### src/rtl/mbs_pkg.sv
// ----------------------------------------------------------------------------
// Bit-flip scanner package
// Shared constants and types for the memory bit-flip scanner.
// ----------------------------------------------------------------------------
package mbs_pkg;

   // Width of one buffer word and of one pattern register.
   localparam int WORD_BITS = 64;

   // Bits needed to name a bit inside one word.
   localparam int WORD_IDX_BITS = 6;

   // Number of pattern registers that hold one expected line.
   localparam int PATTERN_REGS = 8;

   // Bits needed to select a pattern register.
   localparam int PATTERN_SEL_BITS = 3;

   // Running word counter width.
   localparam int COUNTER_BITS = 26;

   // Width of the reported bit position.
   localparam int FLIP_POS_BITS = 32;

   // Configuration data and address widths (64-bit registers at 8-byte steps).
   localparam int CSR_DATA_BITS = 64;
   localparam int CSR_ADDR_BITS = 6;

   // Defaults for the top-level parameters.
   localparam int DEFAULT_LINE_WORDS    = 8;
   localparam int DEFAULT_POSITION_BITS = 32;

   // One buffer word and the full bank of expected pattern words.
   typedef logic [WORD_BITS-1:0] word_type;
   typedef word_type pattern_bank_type [PATTERN_REGS];

endpackage

### src/rtl/mbs_csr.sv
// ----------------------------------------------------------------------------
// Bit-flip scanner register file
// Holds the eight expected pattern words behind an APB-style port.
// ----------------------------------------------------------------------------
module mbs_csr (
   input  logic                               clock,
   input  logic                               reset,
   input  logic                               csr_psel,
   input  logic                               csr_penable,
   input  logic                               csr_pwrite,
   input  logic [mbs_pkg::CSR_ADDR_BITS-1:0]  csr_paddr,
   input  logic [mbs_pkg::CSR_DATA_BITS-1:0]  csr_pwdata,
   output logic [mbs_pkg::CSR_DATA_BITS-1:0]  csr_prdata,
   output logic                               csr_pready,
   output mbs_pkg::pattern_bank_type          pattern
);
   import mbs_pkg::*;

   logic                        wr_en;
   logic [PATTERN_SEL_BITS-1:0] reg_sel;
   pattern_bank_type            pattern_ff;

   // Each register sits on an 8-byte boundary; the low address bits are ignored.
   assign reg_sel    = csr_paddr[CSR_ADDR_BITS-1:CSR_ADDR_BITS-PATTERN_SEL_BITS];
   assign wr_en      = csr_psel && csr_penable && csr_pwrite;
   assign csr_pready = 1'b1;

   // Pattern registers, all clear after reset.
   always_ff @(posedge clock) begin
      if (reset) begin
         for (int k = 0; k < PATTERN_REGS; k++) begin
            pattern_ff[k] <= '0;
         end
      end else if (wr_en) begin
         pattern_ff[reg_sel] <= csr_pwdata;
      end
   end

   // Read data is the addressed register.
   assign csr_prdata = pattern_ff[reg_sel];
   assign pattern    = pattern_ff;

endmodule

### src/rtl/mbs_scan.sv
// ----------------------------------------------------------------------------
// Bit-flip scanner core
// Compares each word with its pattern word and walks the differing bits,
// lowest first, with one find-lowest-bit unit under a small sequencer.
// ----------------------------------------------------------------------------
module mbs_scan #(
   parameter int LINE_WORDS    = mbs_pkg::DEFAULT_LINE_WORDS,
   parameter int POSITION_BITS = mbs_pkg::DEFAULT_POSITION_BITS
) (
   input  logic                               clock,
   input  logic                               reset,
   input  mbs_pkg::pattern_bank_type          pattern,
   input  logic                               req_valid,
   output logic                               req_stall,
   input  logic [mbs_pkg::WORD_BITS-1:0]      req_data_word,
   input  logic                               req_buffer_end,
   output logic                               rsp_valid,
   input  logic                               rsp_stall,
   output logic [mbs_pkg::FLIP_POS_BITS-1:0]  rsp_flip_position,
   output logic                               rsp_run_last
);
   import mbs_pkg::*;

   // Phase counter runs over one line of words.
   localparam int PHASE_BITS = (LINE_WORDS > 1) ? $clog2(LINE_WORDS) : 1;
   localparam logic [PHASE_BITS-1:0] PHASE_LAST = PHASE_BITS'(LINE_WORDS - 1);

   // Positions are kept to POSITION_BITS and then fit the output field.
   localparam int POS_KEEP = (POSITION_BITS < FLIP_POS_BITS) ? POSITION_BITS : FLIP_POS_BITS;
   localparam logic [FLIP_POS_BITS-1:0] POS_MASK =
      FLIP_POS_BITS'((65'd1 << POS_KEEP) - 65'd1);

   typedef enum logic {
      ST_IDLE,
      ST_SCAN
   } state_type;

   state_type                 state_ff, state_in;
   logic [WORD_BITS-1:0]      diff_ff, diff_in;
   logic [COUNTER_BITS-1:0]   count_ff, count_in;
   logic [COUNTER_BITS-1:0]   item_count_ff, item_count_in;
   logic [PHASE_BITS-1:0]     phase_ff, phase_in;
   logic                      rsp_valid_ff, rsp_valid_in;
   logic [FLIP_POS_BITS-1:0]  rsp_pos_ff, rsp_pos_in;
   logic                      rsp_last_ff, rsp_last_in;

   logic [PATTERN_SEL_BITS-1:0] sel;
   logic [WORD_BITS-1:0]        diff_new;
   logic                        req_accept;
   logic                        out_free;
   logic [WORD_BITS-1:0]        lowest;
   logic [WORD_BITS-1:0]        rest;
   logic [WORD_IDX_BITS-1:0]    bit_idx;
   logic [FLIP_POS_BITS-1:0]    pos_full;

   // The pattern register is picked by the low three bits of the word's phase in the line.
   assign sel      = PATTERN_SEL_BITS'(phase_ff);
   assign diff_new = req_data_word ^ pattern[sel];

   assign req_stall  = (state_ff != ST_IDLE);
   assign req_accept = req_valid && (state_ff == ST_IDLE);
   assign out_free   = !rsp_valid_ff || !rsp_stall;

   // Find-lowest-bit unit: isolate the lowest set bit and clear it.
   assign lowest = diff_ff & (~diff_ff + WORD_BITS'(1));
   assign rest   = diff_ff & (diff_ff - WORD_BITS'(1));

   // Encode the isolated bit into its index.
   always_comb begin
      bit_idx = '0;
      for (int i = 0; i < WORD_BITS; i++) begin
         if (lowest[i]) begin
            bit_idx = bit_idx | WORD_IDX_BITS'(i);
         end
      end
   end

   // Word number times 64 plus the bit index is a plain concatenation.
   assign pos_full = FLIP_POS_BITS'({item_count_ff, bit_idx});

   // Next-state logic for the sequencer, the counters and the output register.
   always_comb begin
      state_in      = state_ff;
      diff_in       = diff_ff;
      count_in      = count_ff;
      phase_in      = phase_ff;
      item_count_in = item_count_ff;
      rsp_valid_in  = rsp_valid_ff && rsp_stall;
      rsp_pos_in    = rsp_pos_ff;
      rsp_last_in   = rsp_last_ff;

      case (state_ff)
         ST_IDLE: begin
            if (req_accept) begin
               diff_in       = diff_new;
               item_count_in = count_ff;
               // A matching word gives nothing and the next request may follow.
               if (diff_new != '0) begin
                  state_in = ST_SCAN;
               end
               // The counter clears after the buffer's last word and otherwise counts up, wrapping at its top.
               if (req_buffer_end) begin
                  count_in = '0;
                  phase_in = '0;
               end else begin
                  count_in = count_ff + COUNTER_BITS'(1);
                  if (count_ff == '1 || phase_ff == PHASE_LAST) begin
                     phase_in = '0;
                  end else begin
                     phase_in = phase_ff + PHASE_BITS'(1);
                  end
               end
            end
         end
         ST_SCAN: begin
            // Emit one differing bit whenever the output register can take it.
            if (out_free) begin
               rsp_valid_in = 1'b1;
               rsp_pos_in   = pos_full & POS_MASK;
               rsp_last_in  = (rest == '0);
               diff_in      = rest;
               if (rest == '0) begin
                  state_in = ST_IDLE;
               end
            end
         end
         default: begin
            state_in = ST_IDLE;
         end
      endcase
   end

   // State, control counters and registered outputs.
   always_ff @(posedge clock) begin
      if (reset) begin
         state_ff     <= ST_IDLE;
         rsp_valid_ff <= 1'b0;
         count_ff     <= '0;
         phase_ff     <= '0;
      end else begin
         state_ff     <= state_in;
         rsp_valid_ff <= rsp_valid_in;
         count_ff     <= count_in;
         phase_ff     <= phase_in;
      end
      diff_ff       <= diff_in;
      item_count_ff <= item_count_in;
      rsp_pos_ff    <= rsp_pos_in;
      rsp_last_ff   <= rsp_last_in;
   end

   assign rsp_valid         = rsp_valid_ff;
   assign rsp_flip_position = rsp_pos_ff;
   assign rsp_run_last      = rsp_last_ff;

endmodule

### src/rtl/memory_bitflip_scanner.sv
// ----------------------------------------------------------------------------
// Memory bit-flip scanner
// Compares a stream of 64-bit buffer words with a 512-bit line pattern and
// reports the absolute position of every bit that differs.
// ----------------------------------------------------------------------------
// A word that matches its pattern word leaves the core idle, and the next
// request can be taken in the following cycle. A word with differing bits
// is walked by the shared find-lowest-bit unit, one bit per cycle while the
// result side does not stall, and the bits go to the output register lowest
// first; new requests stall until the last bit is out. Positions are the
// 26-bit word count times 64 plus the bit index, and the word count clears
// after a request marked as the buffer's end. The pattern registers sit at
// byte addresses 0, 8, ... 56 and all read as zero after reset.
module memory_bitflip_scanner #(
   parameter int LINE_WORDS    = mbs_pkg::DEFAULT_LINE_WORDS,
   parameter int POSITION_BITS = mbs_pkg::DEFAULT_POSITION_BITS
) (
   input  logic                               clock,
   input  logic                               reset,
   input  logic                               csr_psel,
   input  logic                               csr_penable,
   input  logic                               csr_pwrite,
   input  logic [mbs_pkg::CSR_ADDR_BITS-1:0]  csr_paddr,
   input  logic [mbs_pkg::CSR_DATA_BITS-1:0]  csr_pwdata,
   output logic [mbs_pkg::CSR_DATA_BITS-1:0]  csr_prdata,
   output logic                               csr_pready,
   input  logic                               req_valid,
   output logic                               req_stall,
   input  logic [mbs_pkg::WORD_BITS-1:0]      req_data_word,
   input  logic                               req_buffer_end,
   output logic                               rsp_valid,
   input  logic                               rsp_stall,
   output logic [mbs_pkg::FLIP_POS_BITS-1:0]  rsp_flip_position,
   output logic                               rsp_run_last
);
   import mbs_pkg::*;

   pattern_bank_type pattern;

   // Pattern register file.
   mbs_csr u_csr (
      .clock       (clock),
      .reset       (reset),
      .csr_psel    (csr_psel),
      .csr_penable (csr_penable),
      .csr_pwrite  (csr_pwrite),
      .csr_paddr   (csr_paddr),
      .csr_pwdata  (csr_pwdata),
      .csr_prdata  (csr_prdata),
      .csr_pready  (csr_pready),
      .pattern     (pattern)
   );

   // Compare and bit-walk core.
   mbs_scan #(
      .LINE_WORDS    (LINE_WORDS),
      .POSITION_BITS (POSITION_BITS)
   ) u_scan (
      .clock             (clock),
      .reset             (reset),
      .pattern           (pattern),
      .req_valid         (req_valid),
      .req_stall         (req_stall),
      .req_data_word     (req_data_word),
      .req_buffer_end    (req_buffer_end),
      .rsp_valid         (rsp_valid),
      .rsp_stall         (rsp_stall),
      .rsp_flip_position (rsp_flip_position),
      .rsp_run_last      (rsp_run_last)
   );

endmodule
### config.mk
export PLATFORM = sky130hd
export DESIGN_NAME = memory_bitflip_scanner
export DESIGN_NICKNAME = d
export VERILOG_FILES = /design/src/rtl/mbs_pkg.sv /design/src/rtl/mbs_csr.sv /design/src/rtl/mbs_scan.sv /design/src/rtl/memory_bitflip_scanner.sv
export SDC_FILE = /design/constraint.sdc
export NUM_CORES = 2
export LEC_CHECK = 0
export BUFFER_PORTS_ARGS = -buffer_cell sky130_fd_sc_hd__buf_2
export CAP_MARGIN = 20
export CORE_MARGIN = 2
export CORE_UTILIZATION = 45
export CTS_BUF_LIST = sky130_fd_sc_hd__clkbuf_8 sky130_fd_sc_hd__clkbuf_16
export DETAILED_ROUTE_END_ITERATION = 7
export MAX_ROUTING_LAYER = met4
export PLACE_DENSITY = 0.59
export SLEW_MARGIN = 10
export SYNTH_ARGS = -nofsm -noshare
export SYNTH_HDL_FRONTEND = slang
export SYNTH_SLANG_ARGS = --single-unit
### constraint.sdc
create_clock -name clock -period 5.24 [get_ports clock]
set_input_delay 0.262 -clock clock [delete_from_list [all_inputs] [get_ports clock]]
set_output_delay 0.262 -clock clock [all_outputs]
set_load 0.03 [all_outputs]
==> summary.md <==
| Metric | Value |
|---|---|
| Outcome | completed |
| Hold path startpoint | reset |
| Skew final | 0.02761 ns |
| CTS Buffer Depth | 3 |
| Synth top area share | between 30% and 40% |
| Synthesis-stage register bit count | 666 |
| CP max FO | 31 |
| WHS Path Cells | 2 |
| Avg Cell Area, Syn | 8.743 sq um |
| Reg2reg start | u_scan.phase_ff[0] |
| Post-synth EDFFs | 123 |
| Syn Nets | around 3900 |
| Most common cell after layout, fill and taps aside | nand2_1 |
| R2r setup slk | 1.11 ns |
| Sequential Area | between 10000 and 15000 sq um |
| P per Cell Area | around 330 nW/um^2 |
| CP Data Arrival Time | 4.64 ns |
| CTS tree | built |
| Dpl cells | 4627 |
| Hold slack | 0.04398 ns |
| Gr usage total | roughly a third |
| Die Wd | 273.1 microns |
| GP Congestion | between 1 and 1.5 |
| Num ports | 242 |
| Non-filler cells, final | 4832 |
| Slew HR | 28.03% |
| WL final | about 120000 microns |
| Setup TNS Final | 0 ns |
| CP Capture Type | register |
| Fin nets | 3963 |
| Yosys warns | 0 |
| Gr ovfl total | 0 |
| Crit path launch type | register |
| Crit path from | u_scan.phase_ff[0] |
| Initial Util | 45.52% |
| First-pass GRT wire length | 178600 microns |
| Peak VDD IR | 0.2241 mV |
| Die area | 74600 sq um |
| Vias in the first global route | 27450 |
| Core area | 71610 sq um |
| WL/cell | 25.09 microns |
| Max-Cap Viols | 0 |
| Max Freq | approximately 240 MHz |
| Clk sinks | 666 |
| Area of the multi-input gates | between 15000 and 20000 sq um |
| Initial detailed-routing violation count | 3890 |
| Setup Fix Bufs, Post-CTS | 0 |
| Pin count of the biggest net entering global routing | 203 |
| Reg-to-Reg End | u_scan.req_stall |
| Tmin final | 4.126 ns |
| Post-synth ARST share | 0% |
| Unique masters post-synth | 76 |
| Static Leak | 0.01241 uW |
| Synth Flop Type | dfxtp_1 |
| Worst R2R Path Depth | 8 |
| Slew Limit Fails | 0 |
| Final worst slack | roughly 1.1 ns |
| Gate Count Post-Synth | roughly 3700 |
| Drt drc | 0 |
| Syn-to-layout area delta | 14.14% |
| Initial antenna violation count | 5 |
| Hold Path Class | in2reg |
| Root Driver | clkbuf_16 |
| Part of the cycle the worst path needs | about four fifths |
| Final setup violating endpoints | 0 |
| Via density per instance | 6.146 |
| Clock Pin Slew Worst Setup and Hold Paths | 0.06 ns |
| DRT antenna net count | 0 |
| # port buffers | 237 |
| Final HPWL from detailed placement | 72300 microns |
| Clk_lat worst skew | between 0.6 and 0.7 ns |
| Final hold viol count | 0 |
| Worst-margin pin slew | 1.080 ns |
| Total CTS buffers | 73 |
| Post-synth top area cell | dfxtp_1 |
| Sequential area share after synthesis | approximately 45% |
| RSZ-0062 raised after global routing | false |
| DR pass1 iterations | 6 |
| Most frequent cells in the layout | nand2_1, dfxtp_1, a21oi_1 |
| Worst EP required | 5.76 ns |
| Synthesized area | about 33000 sq um |
| Area contributors post-synth | dfxtp_1, nand2_1, edfxtp_1 |
| Fill count | 6818 |
| Htree depth | 3 |
| Die height | 273.1 microns |
| Setup CP Type | reg2reg |
| Pre-CTS setup slack | 1.235 ns |
| Finished Cell Area | roughly 37000 sq um |
| Via Count | 29700 |
| Layout cells sized above 1 | 15.35% |
| Row cnt | 98 |
| Hold endpoint | u_csr.pattern[336] |
| Area after DPL | between 30000 and 40000 sq um |
==> repair_timing <==
| action | in CTS | in global routing |
|---|---|---|
| hold buffers | 66 | 0 |
| hold endpoints to repair | 514 | 0 |
| gates resized for setup | 0 | 0 |
==> state kept, by name, indices dropped and copies added (netlist names) <==
name and flops:
u_scan.count_ff 26, u_scan.phase_ff 3, u_csr.pattern 512, u_scan.rsp_run_last 1, u_scan.item_count_ff 26, u_scan.req_stall 1, u_scan.diff_ff 64, u_scan.rsp_flip_position 32
u_scan.rsp_valid 1
==> power breakdown <==
group | internal (uW) | leakage (uW) | switching (uW)
Sequential | 5470 | 0.00561 | 257
Combinational | 421 | 0.00551 | 908
Clock | 3050 | 0.00129 | 2220
==> layout make-up <==
class,count,share of cell area (%)
inverters,18,0.1816
clock buffers,94,5.778
diodes,5,0.03363
repair buffers,366,6.430
clock inverters,40,0.8038
well taps,950,3.195
flip-flops and latches,666,39.19
multi-input cells,2693,44.39
==> through the flow <==
stage	utilization, %	power (uW)
2_1_floorplan	-	6594
3_3_place_gp	47.59	7086
3_5_place_dp	47.59	7094
4_1_cts	51.94	12340
5_1_grt	51.95	12710
6_report	51.95	12330
==> cells by family after synthesis <==
| logic type | Yosys count | share of synthesized area (%) |
|---|---|---|
| adders and majority gates | 4 | 0.1459 |
| buffers and inverters | 369 | 5.017 |
| and+or+nand+nor | 1465 | 19.16 |
| other | 1 | 0.01151 |
| xor gates and xnor gates | 87 | 2.338 |
| AOI/OAI and AO/OA | 908 | 16.73 |
| muxes | 228 | 11.92 |
| DFF | 666 | 44.68 |
==> metal layers <==
| metal | GRT usage, % | up-vias | share of wire [%] |
|---|---|---|---|
| li1 | - | 13430 | - |
| met1 | 44.88 | 14360 | 42 |
| met2 | 48.79 | 1680 | 45 |
| met3 | 5.448 | 232 | 10 |
| met4 | 10.30 | 0 | 2.8 |
| met5 | - | - | 0 |
==> worst max path at each step <==
stage | end | slack [ns] | cells after the start
final | u_scan.req_stall | 1.11 | 8
after global placement | u_scan.req_stall | 1.21 | 8
after CTS | u_scan.req_stall | 1.23 | 8
after global routing | u_scan.req_stall | 1.06 | 8
after detailed placement | u_scan.req_stall | 1.23 | 8
after floorplan | u_scan.req_stall | 2.03 | 10
==> worst max-delay path, cell delays in order (launching register included) <==
cell and delay [ns]:
dfxtp_4 0.80, buf_4 0.37, mux4_2 0.52, mux2i_1 0.31, xor2_1 0.39, nand4_1 0.30
nor4_1 0.69, nand4_1 0.29, a32o_1 0.28
==> synth_stat cells (all sizes together) (4+ instances only) <==
| cell type | n |
|---|---|
| nor2b | 4 |
| o211ai | 4 |
| mux2i | 99 |
| nor3 | 32 |
| and2 | 12 |
| inv | 18 |
| a31oi | 9 |
| o21a | 4 |
| dfxtp | 543 |
| o31ai | 9 |
| mux4 | 128 |
| nor3b | 6 |
| nand2 | 1095 |
| buf | 114 |
| o21ai | 35 |
| and3 | 13 |
| nor4 | 25 |
| a22oi | 260 |
| nand3 | 38 |
| o22ai | 10 |
| xnor2 | 5 |
| a21oi | 534 |
| or4 | 11 |
| o311ai | 4 |
| or3 | 12 |
| nand4 | 102 |
| xor2 | 82 |
| clkbuf | 237 |
| o41ai | 7 |
| edfxtp | 123 |
| nand4b | 4 |
| nor2 | 87 |
| or2 | 8 |
| a21o | 5 |
Power figures use the tool's default switching activity.
